### src/hdl/mono_bitmap_blitter_top_assert.svh
// Assertion macros used by the blitter back end.
// Each macro expects clk and rst_n in scope.
`ifndef MONO_BITMAP_BLITTER_TOP_ASSERT_SVH
`define MONO_BITMAP_BLITTER_TOP_ASSERT_SVH

// same-cycle implication
`define MBB_ASSERT_SAME(label, ante, cons, msg) \
    label: assert property (@(posedge clk) disable iff (!rst_n) (ante) |-> (cons)) \
        else $error(msg);

// next-cycle implication
`define MBB_ASSERT_NEXT(label, ante, cons, msg) \
    label: assert property (@(posedge clk) disable iff (!rst_n) (ante) |=> (cons)) \
        else $error(msg);

`endif

### src/hdl/mbb_pkg.sv
// Package of the mono bitmap blitter: sizes, register codes, channel structs, palette.
// No dependencies.
`timescale 1ns / 1ps

package mbb_pkg;

    localparam int FRAME_WIDTH   = 640;
    localparam int FRAME_HEIGHT  = 480;
    localparam int BITS_PER_WORD = 16;
    localparam int Y_ORIGIN      = 400;

    localparam int ADDR_W     = 19;
    localparam int RGB_W      = 24;
    localparam int POS_W      = 9;
    localparam int DIM_W      = 8;
    localparam int COLOR_W    = 4;
    localparam int CFG_IDX_W  = 3;
    localparam int CFG_DATA_W = 9;

    localparam int BIT_IDX_W = $clog2(BITS_PER_WORD);
    // signed screen coordinate, wide enough for 4*(255+255) and 400+2*511
    localparam int COORD_W   = 13;
    localparam int XW        = $clog2(FRAME_WIDTH);
    localparam int YW        = $clog2(FRAME_HEIGHT);
    localparam int PROD_W    = (XW + YW > ADDR_W) ? XW + YW : ADDR_W;

    // queue depths, powers of two
    localparam int IQ_DEPTH = 2;
    localparam int OQ_DEPTH = 4;

    typedef enum logic [CFG_IDX_W-1:0] {
        REG_START_X       = 3'd0,
        REG_START_Y       = 3'd1,
        REG_BITMAP_WIDTH  = 3'd2,
        REG_BITMAP_HEIGHT = 3'd3,
        REG_COLOR_INDEX   = 3'd4
    } cfg_index_t;

    typedef struct packed {
        logic [POS_W-1:0]   start_x;
        logic [POS_W-1:0]   start_y;
        logic [DIM_W-1:0]   bitmap_width;
        logic [DIM_W-1:0]   bitmap_height;
        logic [COLOR_W-1:0] color_index;
    } cfg_t;

    typedef struct packed {
        logic [BITS_PER_WORD-1:0] image_word;
        logic                     first_word;
    } word_t;

    typedef struct packed {
        logic [ADDR_W-1:0] pixel_address;
        logic [RGB_W-1:0]  color_rgb;
        logic              last;
    } result_t;

    // 16-entry EGA palette
    function automatic logic [RGB_W-1:0] ega_rgb(input logic [COLOR_W-1:0] idx);
        logic [RGB_W-1:0] rgb;
        case (idx)
            4'd0:    rgb = 24'h000000;
            4'd1:    rgb = 24'h0000AA;
            4'd2:    rgb = 24'h00AA00;
            4'd3:    rgb = 24'h00AAAA;
            4'd4:    rgb = 24'hAA0000;
            4'd5:    rgb = 24'hAA00AA;
            4'd6:    rgb = 24'hAA5500;
            4'd7:    rgb = 24'hAAAAAA;
            4'd8:    rgb = 24'h555555;
            4'd9:    rgb = 24'h5555FF;
            4'd10:   rgb = 24'h55FF55;
            4'd11:   rgb = 24'h55FFFF;
            4'd12:   rgb = 24'hFF5555;
            4'd13:   rgb = 24'hFF55FF;
            4'd14:   rgb = 24'hFFFF55;
            default: rgb = 24'hFFFFFF;
        endcase
        return rgb;
    endfunction

endpackage

### src/hdl/mono_bitmap_blitter_top.sv
// Top level of the mono bitmap blitter: front end, back end and result queue.
// Depends on mbb_pkg, mbb_front, mbb_back, mbb_result_fifo.
//
// Channel   Handshake              Accepted when        Payload
// config    cfg_write              cfg_write            cfg_index, cfg_data
// words in  push / full            push && !full        image_word, first_word
// results   empty / pop            pop && !empty        pixel_address, color_rgb, last
//
// Walker: one bitmap bit per cycle while the result queue is not full; a word that
//   meets a finished blit, or ends it part way, leaves the walker at that bit.
// A write passes the address stage and the held-write register to the result queue;
//   each write is held until the next drawn bit or the word's end is seen, so last is
//   exact, and a write followed only by clear or clipped bits waits for the word end.
// Stalls: a full result queue freezes the whole back end; the 2-deep word queue keeps
//   taking requests meanwhile until it is full.
// Reset (rst_n, async low) clears the control registers and marks the blit finished.
`timescale 1ns / 1ps

module mono_bitmap_blitter_top (
    input  logic                                clk,
    input  logic                                rst_n,
    input  logic                                cfg_write,
    input  logic [mbb_pkg::CFG_IDX_W-1:0]        cfg_index,
    input  logic [mbb_pkg::CFG_DATA_W-1:0]       cfg_data,
    input  logic                                push,
    output logic                                full,
    input  logic [mbb_pkg::BITS_PER_WORD-1:0]    image_word,
    input  logic                                first_word,
    output logic                                empty,
    input  logic                                pop,
    output logic [mbb_pkg::ADDR_W-1:0]           pixel_address,
    output logic [mbb_pkg::RGB_W-1:0]            color_rgb,
    output logic                                last
);
    import mbb_pkg::*;

    cfg_t    cfg;
    word_t   push_word;
    word_t   word_head;
    logic    word_valid;
    logic    word_pop;
    logic    fifo_full;
    logic    res_push;
    result_t res_data;
    result_t res_head;

    assign push_word = '{image_word: image_word, first_word: first_word};

    // front: register writes and incoming word requests
    mbb_front u_front (
        .clk        (clk),
        .rst_n      (rst_n),
        .cfg_write  (cfg_write),
        .cfg_index  (cfg_index),
        .cfg_data   (cfg_data),
        .push       (push),
        .full       (full),
        .push_word  (push_word),
        .word_valid (word_valid),
        .word_head  (word_head),
        .word_pop   (word_pop),
        .cfg        (cfg)
    );

    // back: one bit per cycle unless stalled, clip, address, last marking
    mbb_back u_back (
        .clk        (clk),
        .rst_n      (rst_n),
        .cfg        (cfg),
        .word_valid (word_valid),
        .word_head  (word_head),
        .word_pop   (word_pop),
        .fifo_full  (fifo_full),
        .res_push   (res_push),
        .res_data   (res_data)
    );

    // result queue decouples the walker from the consumer
    mbb_result_fifo u_result_fifo (
        .clk     (clk),
        .rst_n   (rst_n),
        .wr_en   (res_push),
        .wr_data (res_data),
        .full    (fifo_full),
        .empty   (empty),
        .pop     (pop),
        .head    (res_head)
    );

    assign pixel_address = res_head.pixel_address;
    assign color_rgb     = res_head.color_rgb;
    assign last          = res_head.last;

endmodule

### src/hdl/mbb_front.sv
// Front end: configuration registers and the word queue feeding the bit walker.
// Depends on mbb_pkg.
`timescale 1ns / 1ps

module mbb_front (
    input  logic                          clk,
    input  logic                          rst_n,
    input  logic                          cfg_write,
    input  logic [mbb_pkg::CFG_IDX_W-1:0]  cfg_index,
    input  logic [mbb_pkg::CFG_DATA_W-1:0] cfg_data,
    input  logic                          push,
    output logic                          full,
    input  mbb_pkg::word_t                push_word,
    output logic                          word_valid,
    output mbb_pkg::word_t                word_head,
    input  logic                          word_pop,
    output mbb_pkg::cfg_t                 cfg
);
    import mbb_pkg::*;

    localparam int PTR_W = $clog2(IQ_DEPTH);
    localparam int CNT_W = $clog2(IQ_DEPTH + 1);

    cfg_t             cfg_reg;
    word_t            q_reg [IQ_DEPTH];
    logic [PTR_W-1:0] wr_ptr_reg;
    logic [PTR_W-1:0] rd_ptr_reg;
    logic [CNT_W-1:0] count_reg;
    logic             do_push;

    always_ff @(posedge clk or negedge rst_n)
    begin
        if (!rst_n)
        begin
            cfg_reg <= '0;
        end
        else if (cfg_write)
        begin
            case (cfg_index_t'(cfg_index))
                REG_START_X:       cfg_reg.start_x       <= cfg_data[POS_W-1:0];
                REG_START_Y:       cfg_reg.start_y       <= cfg_data[POS_W-1:0];
                REG_BITMAP_WIDTH:  cfg_reg.bitmap_width  <= cfg_data[DIM_W-1:0];
                REG_BITMAP_HEIGHT: cfg_reg.bitmap_height <= cfg_data[DIM_W-1:0];
                REG_COLOR_INDEX:   cfg_reg.color_index   <= cfg_data[COLOR_W-1:0];
                default:           ;
            endcase
        end
    end

    assign full       = (count_reg == CNT_W'(IQ_DEPTH));
    assign do_push    = push && !full;
    assign word_valid = (count_reg != '0);
    assign word_head  = q_reg[rd_ptr_reg];
    assign cfg        = cfg_reg;

    always_ff @(posedge clk)
    begin
        if (do_push)
        begin
            q_reg[wr_ptr_reg] <= push_word;
        end
    end

    always_ff @(posedge clk or negedge rst_n)
    begin
        if (!rst_n)
        begin
            wr_ptr_reg <= '0;
            rd_ptr_reg <= '0;
            count_reg  <= '0;
        end
        else
        begin
            if (do_push)
            begin
                wr_ptr_reg <= wr_ptr_reg + 1'b1;
            end
            if (word_pop)
            begin
                rd_ptr_reg <= rd_ptr_reg + 1'b1;
            end
            case ({do_push, word_pop})
                2'b10:   count_reg <= count_reg + 1'b1;
                2'b01:   count_reg <= count_reg - 1'b1;
                default: count_reg <= count_reg;
            endcase
        end
    end

endmodule

### src/hdl/mbb_back.sv
// Back end: walks the bits of each word in turn, clips, forms addresses, marks last.
// Depends on mbb_pkg and the assertion header.
`timescale 1ns / 1ps
`include "mono_bitmap_blitter_top_assert.svh"

module mbb_back (
    input  logic             clk,
    input  logic             rst_n,
    input  mbb_pkg::cfg_t    cfg,
    input  logic             word_valid,
    input  mbb_pkg::word_t   word_head,
    output logic             word_pop,
    input  logic             fifo_full,
    output logic             res_push,
    output mbb_pkg::result_t res_data
);
    import mbb_pkg::*;

    // walker state
    logic                     busy_reg;
    logic [BITS_PER_WORD-1:0] word_reg;
    logic [BIT_IDX_W-1:0]     bit_cnt_reg;
    logic [DIM_W-1:0]         col_reg;
    logic [DIM_W-1:0]         row_reg;
    logic                     fin_reg;

    // address stage
    logic                     s2_hit_reg;
    logic                     s2_end_reg;
    logic [XW-1:0]            s2_x_reg;
    logic [YW-1:0]            s2_y_reg;

    // held write, released once the next one or the word end is known
    logic                     pend_valid_reg;
    logic                     pend_closed_reg;
    logic [ADDR_W-1:0]        pend_addr_reg;

    logic                     stall;
    logic                     step_end;
    logic                     hit;
    logic                     fin_next;
    logic [DIM_W-1:0]         col_next;
    logic [DIM_W-1:0]         row_next;
    logic [DIM_W-1:0]         c_cur;
    logic [DIM_W-1:0]         r_cur;
    logic [COORD_W-1:0]       x_sum;
    logic [COORD_W-1:0]       y_diff;
    logic [COORD_W-1:0]       x0;
    logic [COORD_W-1:0]       y0;
    logic                     on_screen;
    logic [PROD_W-1:0]        addr_full;

    assign stall = fifo_full;

    always_comb
    begin
        c_cur    = col_reg;
        r_cur    = row_reg;
        col_next = col_reg;
        row_next = row_reg;
        fin_next = fin_reg;
        step_end = 1'b0;
        hit      = 1'b0;
        x_sum  = {{(COORD_W-POS_W){cfg.start_x[POS_W-1]}}, cfg.start_x}
               + {{(COORD_W-DIM_W){1'b0}}, c_cur};
        y_diff = {{(COORD_W-POS_W){cfg.start_y[POS_W-1]}}, cfg.start_y}
               - {{(COORD_W-DIM_W){1'b0}}, r_cur};
        x0 = {x_sum[COORD_W-3:0], 2'b00};
        y0 = COORD_W'(Y_ORIGIN) - {y_diff[COORD_W-2:0], 1'b0};
        on_screen = 1'b0;
        if (busy_reg)
        begin
            if (fin_reg)
            begin
                step_end = 1'b1;
            end
            else if (cfg.bitmap_width == '0 || cfg.bitmap_height == '0
                     || row_reg >= cfg.bitmap_height)
            begin
                fin_next = 1'b1;
                step_end = 1'b1;
            end
            else
            begin
                // column left past a shrunk width: wrap before drawing
                if (col_reg >= cfg.bitmap_width)
                begin
                    c_cur = '0;
                    r_cur = row_reg + 1'b1;
                end
                col_next = c_cur;
                row_next = r_cur;
                if (r_cur >= cfg.bitmap_height)
                begin
                    fin_next = 1'b1;
                    step_end = 1'b1;
                end
                else
                begin
                    x_sum  = {{(COORD_W-POS_W){cfg.start_x[POS_W-1]}}, cfg.start_x}
                           + {{(COORD_W-DIM_W){1'b0}}, c_cur};
                    y_diff = {{(COORD_W-POS_W){cfg.start_y[POS_W-1]}}, cfg.start_y}
                           - {{(COORD_W-DIM_W){1'b0}}, r_cur};
                    x0 = {x_sum[COORD_W-3:0], 2'b00};
                    y0 = COORD_W'(Y_ORIGIN) - {y_diff[COORD_W-2:0], 1'b0};
                    on_screen = !x0[COORD_W-1] && !y0[COORD_W-1]
                             && (x0 < COORD_W'(FRAME_WIDTH))
                             && (y0 < COORD_W'(FRAME_HEIGHT));
                    hit = word_reg[BITS_PER_WORD-1] && on_screen;
                    col_next = c_cur + 1'b1;
                    if (col_next >= cfg.bitmap_width)
                    begin
                        col_next = '0;
                        row_next = r_cur + 1'b1;
                        if (row_next >= cfg.bitmap_height)
                        begin
                            fin_next = 1'b1;
                        end
                    end
                    // remaining bits are dead once the blit is over
                    step_end = (bit_cnt_reg == '0) || fin_next;
                end
            end
        end
    end

    assign word_pop = word_valid && !stall && (!busy_reg || step_end);

    always_ff @(posedge clk or negedge rst_n)
    begin
        if (!rst_n)
        begin
            busy_reg    <= 1'b0;
            fin_reg     <= 1'b1;
            col_reg     <= '0;
            row_reg     <= '0;
            bit_cnt_reg <= '0;
            s2_hit_reg  <= 1'b0;
            s2_end_reg  <= 1'b0;
        end
        else if (!stall)
        begin
            s2_hit_reg <= hit;
            s2_end_reg <= step_end;
            if (word_pop)
            begin
                busy_reg    <= 1'b1;
                bit_cnt_reg <= BIT_IDX_W'(BITS_PER_WORD - 1);
                if (word_head.first_word)
                begin
                    col_reg <= '0;
                    row_reg <= '0;
                    fin_reg <= 1'b0;
                end
                else
                begin
                    col_reg <= col_next;
                    row_reg <= row_next;
                    fin_reg <= fin_next;
                end
            end
            else
            begin
                if (step_end)
                begin
                    busy_reg <= 1'b0;
                end
                if (busy_reg)
                begin
                    bit_cnt_reg <= bit_cnt_reg - 1'b1;
                end
                col_reg <= col_next;
                row_reg <= row_next;
                fin_reg <= fin_next;
            end
        end
    end

    always_ff @(posedge clk)
    begin
        if (!stall)
        begin
            if (word_pop)
            begin
                word_reg <= word_head.image_word;
            end
            else
            begin
                word_reg <= {word_reg[BITS_PER_WORD-2:0], 1'b0};
            end
            s2_x_reg <= x0[XW-1:0];
            s2_y_reg <= y0[YW-1:0];
        end
    end

    assign addr_full = PROD_W'(s2_y_reg) * PROD_W'(FRAME_WIDTH) + PROD_W'(s2_x_reg);

    assign res_push = !stall && pend_valid_reg && (pend_closed_reg || s2_hit_reg);
    assign res_data = '{pixel_address: pend_addr_reg,
                        color_rgb:     ega_rgb(cfg.color_index),
                        last:          pend_closed_reg};

    always_ff @(posedge clk or negedge rst_n)
    begin
        if (!rst_n)
        begin
            pend_valid_reg  <= 1'b0;
            pend_closed_reg <= 1'b0;
        end
        else if (!stall)
        begin
            if (s2_hit_reg)
            begin
                pend_valid_reg  <= 1'b1;
                pend_closed_reg <= s2_end_reg;
            end
            else if (s2_end_reg && pend_valid_reg && !pend_closed_reg)
            begin
                pend_closed_reg <= 1'b1;
            end
            else if (res_push)
            begin
                pend_valid_reg  <= 1'b0;
                pend_closed_reg <= 1'b0;
            end
        end
    end

    always_ff @(posedge clk)
    begin
        if (!stall && s2_hit_reg)
        begin
            pend_addr_reg <= addr_full[ADDR_W-1:0];
        end
    end

    `MBB_ASSERT_SAME(a_closed_has_data, pend_closed_reg, pend_valid_reg,
        "closed pending write without data")
    `MBB_ASSERT_NEXT(a_stall_keeps_pending, fifo_full && pend_valid_reg, pend_valid_reg,
        "pending write lost during stall")
    `MBB_ASSERT_NEXT(a_restart_opens_blit, word_pop && word_head.first_word,
        busy_reg && !fin_reg, "restart did not reopen the blit")
    `MBB_ASSERT_NEXT(a_end_frees_walker, step_end && !stall && !word_valid, !busy_reg,
        "walker stayed busy after word end")

endmodule

### src/hdl/mbb_result_fifo.sv
// Result queue between the back end and the result port.
// Depends on mbb_pkg.
`timescale 1ns / 1ps

module mbb_result_fifo (
    input  logic             clk,
    input  logic             rst_n,
    input  logic             wr_en,
    input  mbb_pkg::result_t wr_data,
    output logic             full,
    output logic             empty,
    input  logic             pop,
    output mbb_pkg::result_t head
);
    import mbb_pkg::*;

    localparam int PTR_W = $clog2(OQ_DEPTH);
    localparam int CNT_W = $clog2(OQ_DEPTH + 1);

    result_t          q_reg [OQ_DEPTH];
    logic [PTR_W-1:0] wr_ptr_reg;
    logic [PTR_W-1:0] rd_ptr_reg;
    logic [CNT_W-1:0] count_reg;
    logic             do_pop;

    assign full   = (count_reg == CNT_W'(OQ_DEPTH));
    assign empty  = (count_reg == '0);
    assign do_pop = pop && !empty;
    assign head   = q_reg[rd_ptr_reg];

    always_ff @(posedge clk)
    begin
        if (wr_en)
        begin
            q_reg[wr_ptr_reg] <= wr_data;
        end
    end

    always_ff @(posedge clk or negedge rst_n)
    begin
        if (!rst_n)
        begin
            wr_ptr_reg <= '0;
            rd_ptr_reg <= '0;
            count_reg  <= '0;
        end
        else
        begin
            if (wr_en)
            begin
                wr_ptr_reg <= wr_ptr_reg + 1'b1;
            end
            if (do_pop)
            begin
                rd_ptr_reg <= rd_ptr_reg + 1'b1;
            end
            case ({wr_en, do_pop})
                2'b10:   count_reg <= count_reg + 1'b1;
                2'b01:   count_reg <= count_reg - 1'b1;
                default: count_reg <= count_reg;
            endcase
        end
    end

endmodule
### config.mk
export PLATFORM = sky130hd
export DESIGN_NAME = mono_bitmap_blitter_top
export DESIGN_NICKNAME = d
export VERILOG_FILES = /design/src/hdl/mbb_pkg.sv /design/src/hdl/mono_bitmap_blitter_top.sv /design/src/hdl/mbb_front.sv /design/src/hdl/mbb_back.sv /design/src/hdl/mbb_result_fifo.sv
export VERILOG_INCLUDE_DIRS = /design/src /design/src/hdl
export SDC_FILE = /design/constraint.sdc
export NUM_CORES = 1
export LEC_CHECK = 0
export BUFFER_PORTS_ARGS = -buffer_cell sky130_fd_sc_hd__clkbuf_2
export CAP_MARGIN = 15
export CORE_AREA = 2 2 158 198
export DETAILED_ROUTE_END_ITERATION = 7
export DIE_AREA = 0 0 160 200
export HOLD_SLACK_MARGIN = 0.05
export REMOVE_ABC_BUFFERS = 1
export SYNTH_ARGS = -nofsm -noshare
export SYNTH_HDL_FRONTEND = slang
export SYNTH_SLANG_ARGS = --single-unit
### constraint.sdc
create_clock -name clk -period 5.5 [get_ports clk]
set_input_delay 0.55 -clock clk [delete_from_list [all_inputs] [get_ports clk]]
set_output_delay 0.55 -clock clk [all_outputs]
set_load 0.03 [all_outputs]
==> results.yml <==
clock_tree:
  h-tree-depth: 1
  postCtsSetupBuffers: 0
  clock_sinks: 250
  cts_buffers: 27
  clkLatencyLatePin_ps: 530
  cts_tree: "yes"
  cts_root_buf: "clkbuf_16"
  clkTransAtPathRegs_ps: 60
  clk_path_buf_depth: 3
floorplanning:
  die_area_um2: 32000
  num_rows: 71
  die-width_um: 160
  die_h_um: 200
  pin_count: 80
  start_util_pct: 45.6
  fp.coreArea_um2: 30000
synthesis:
  yosys.area.top_type: "edfxtp_1"
  ys_seq_elements: 250
  ys_seq_area_share_pct: 52.1
  ys_types: 78
  synth_area_um2: 13700
  ys.flop_type: "edfxtp_1"
  ys_warn_count: 0
  netlist_top_cells_count: "edfxtp_1, ha_1, inv_1, dfrtp_1, o21ai_0"
  async_reset_ff_share_pct: 30.0
  synth_enable_flop_cells: 175
  avgSynthCellArea_um2: 12.1
  synthTopCellsByArea: "edfxtp_1, dfrtp_1, ha_1, xnor2_1, mux4_2"
  synth_cells: 1129
  yosysTopAreaCellShare_pct: 38.4
  synth_most_common_cell: "edfxtp_1"
sta:
  whs_ps: 203
  hold_viol: 0
  slew_headroom_pct: 27.1
  max_freq_ghz: 0.198
  fin_skew_ps: 16.0
  setup_viol: 0
  period_needed_ps: 5050
  rsz0062_at_grt: "no"
  post-route-period-util_pct: 91.8
  drv_slew: 0
  worst_pin_slew_ps: 1090
critical_path:
  critPathCaptureType: "register"
  worstPathMaxFanout: 13
  crit_path_start_kind: "register"
  reg2reg_slack_ps: 450
  worstPathArrival_ps: 5480
  path_cells: "ha_1, or3_4, a21oi_1, nor3_1, nor3_1, inv_1, ha_1, o21a_1, o21a_1, o21a_1, o21ai_0, a21oi_1, a2111o_1, a211oi_4, buf_4, buf_4, o211ai_1, o221ai_1"
  critPathMostFrequentCell: "o21a_1"
  slowest_stage: "nor3_1"
  critical_path_class: "register to register"
  worstPathRequired_ps: 5940
  cpPeakStageDelay_ps: 620
drt:
  ant_nets: 0
  vias: 8784
  drtIter0Drc: 461
  viasPerCell: 5.40
  drt_wl_total_um: 28200
  post_drt_wl_per_cell_um: 17.3
  drc: 0
  drtPass1Iterations: 5
outcome:
  status: "finished, final reports clean"
final_layout:
  drive_gt1_share_pct: 18.2
  layout.cells.non_filler: 1626
  area_growth_pct: 12.2
  largest_reg_flops: 92
  n_antenna_cell: 0
  final_nets: 1339
grt:
  grt_pass1_vias: 8770
  antenna_found_initial: 0
  gr-usage-all-layers_pct: 17.9
  grt_remaining_overflow: 0
  grt_pass1_wl_um: 45800
  grt_max_degree: 76
power_and_ir_drop:
  swShare_pct: 38.5
  pwr-share-seq_pct: 34.3
  p_comb_share_pct: 44.5
  switchingPower_uw: 3220
  power.leakage_uw: 0.00621
  p_clk_share_pct: 21.2
  p_int_uw: 5140
  vdd_drop_max_mv: 0.334
  power.density_nw_per_um2: 543
  power_uw: 8360
hold_path:
  holdCritPathClass: "input pin to register"
job:
  drv_cap: 0
place:
  place_congestion: 0.873
  dp.cells: 1576
  dpl.hpwl_um: 20400
  io_buffers: 77
-- final timing paths --
check | cells after the start | to | start
setup reg to reg | 18 | u_back.col_reg[0]$_DFFE_PN0P_ | u_back.col_reg[3]$_DFFE_PN0P_
min in group asynchronous | 1 | u_front.wr_ptr_reg$_DFFE_PN0P_ | rst_n
setup / recovery | 18 | u_back.col_reg[0]$_DFFE_PN0P_ | u_back.col_reg[3]$_DFFE_PN0P_
hold reg to reg | 0 | u_back.pend_addr_reg[2]$_DFFE_PP_ | u_back.s2_x_reg[2]$_DFFE_PP_
max in group asynchronous | 1 | u_front.cfg[21]$_DFFE_PN0P_ | rst_n
hold / removal | 1 | u_front.q_reg[0][5]$_DFFE_PP_ | image_word[4]
-- cell families after synthesis --
kind of cell             after synthesis  synth area share, %
AND/OR/NAND/NOR                      239                 8.76
other                                  1               0.0274
flip-flops                           250                 52.1
multiplexers                          76                 8.03
adder cells (fa/ha/maj)              101                 9.61
buffers and inverters                138                 4.45
XOR/XNOR                              83                 5.31
AO/OA/AOI/OAI                        241                 11.8
-- cell usage in the layout (no fill, tap or decap), types with 11 or more instances in the layout --
master,n
a21o_1,21
a21oi_1,46
and2_1,12
buf_4,28
clkbuf_16,27
clkbuf_2,76
dfrtp_1,74
edfxtp_1,175
ha_1,94
inv_1,79
mux2_2,31
mux2i_1,21
mux4_2,24
nand2_1,67
nand3_1,24
nor2_1,45
nor2b_1,16
nor3_1,21
o2111ai_1,11
o21ai_0,72
xnor2_1,63
xor2_1,20
-- power groups by stage --
stage | sequential, uW | clock [uW] | combinational [uW]
global route | 2930 | 1890 | 4170
floorplan | 2850 | 0 | 2800
finish | 2870 | 1770 | 3720
detailed placement | 2910 | 0 | 3740
global placement | 2900 | 0 | 3690
CTS | 2880 | 1820 | 3750
-- through the flow --
step                      util (%)  worst slack, ps  setup TNS [ps]  instance area [um2]
after floorplan                  -            -1480          -43470                13400
final                         51.2              453               0                15400
after global placement        48.3              391               0                14500
after CTS                     51.2              140               0                15400
after global routing          51.2             90.0               0                15400
after detailed placement      48.3              172               0                14500
-- area by class of cell --
cell class / count / area (um2)
Multi-Input combinational cell: 742 / 5980
Fill cell: 2706 / 14600
Clock inverter: 15 / 150
Sequential cell: 250 / 7130
Timing Repair Buffer: 104 / 591
Clock buffer: 35 / 726
Inverter: 79 / 297
Tap cell: 401 / 502
-- routing by layer --
layer	part of all wire (%)	global-route usage [%]	wire length [um]
met5	0	0	0
met4	2.6	5.54	730
met3	4.9	2.42	1380
met2	49	31.9	13800
met1	44	22.8	12300
-- worst max-delay path: cells and delay by family (launching register included) --
kind                       cells  cell delay (ps)
and+or+nand+nor                3             1110
AOI/OAI and AO/OA             10             2230
DFF                            1              470
adders and majority gates      2              580
buffers and inverters          3              560
-- what timing repair did --
| item | 4_1_cts | 5_1_grt |
|---|---|---|
| hold buffers | 0 | 0 |
| resized for setup | 0 | 3 |
| endpoints found under the setup margin | 0 | 13 |
(Power assumes the default switching activity.)
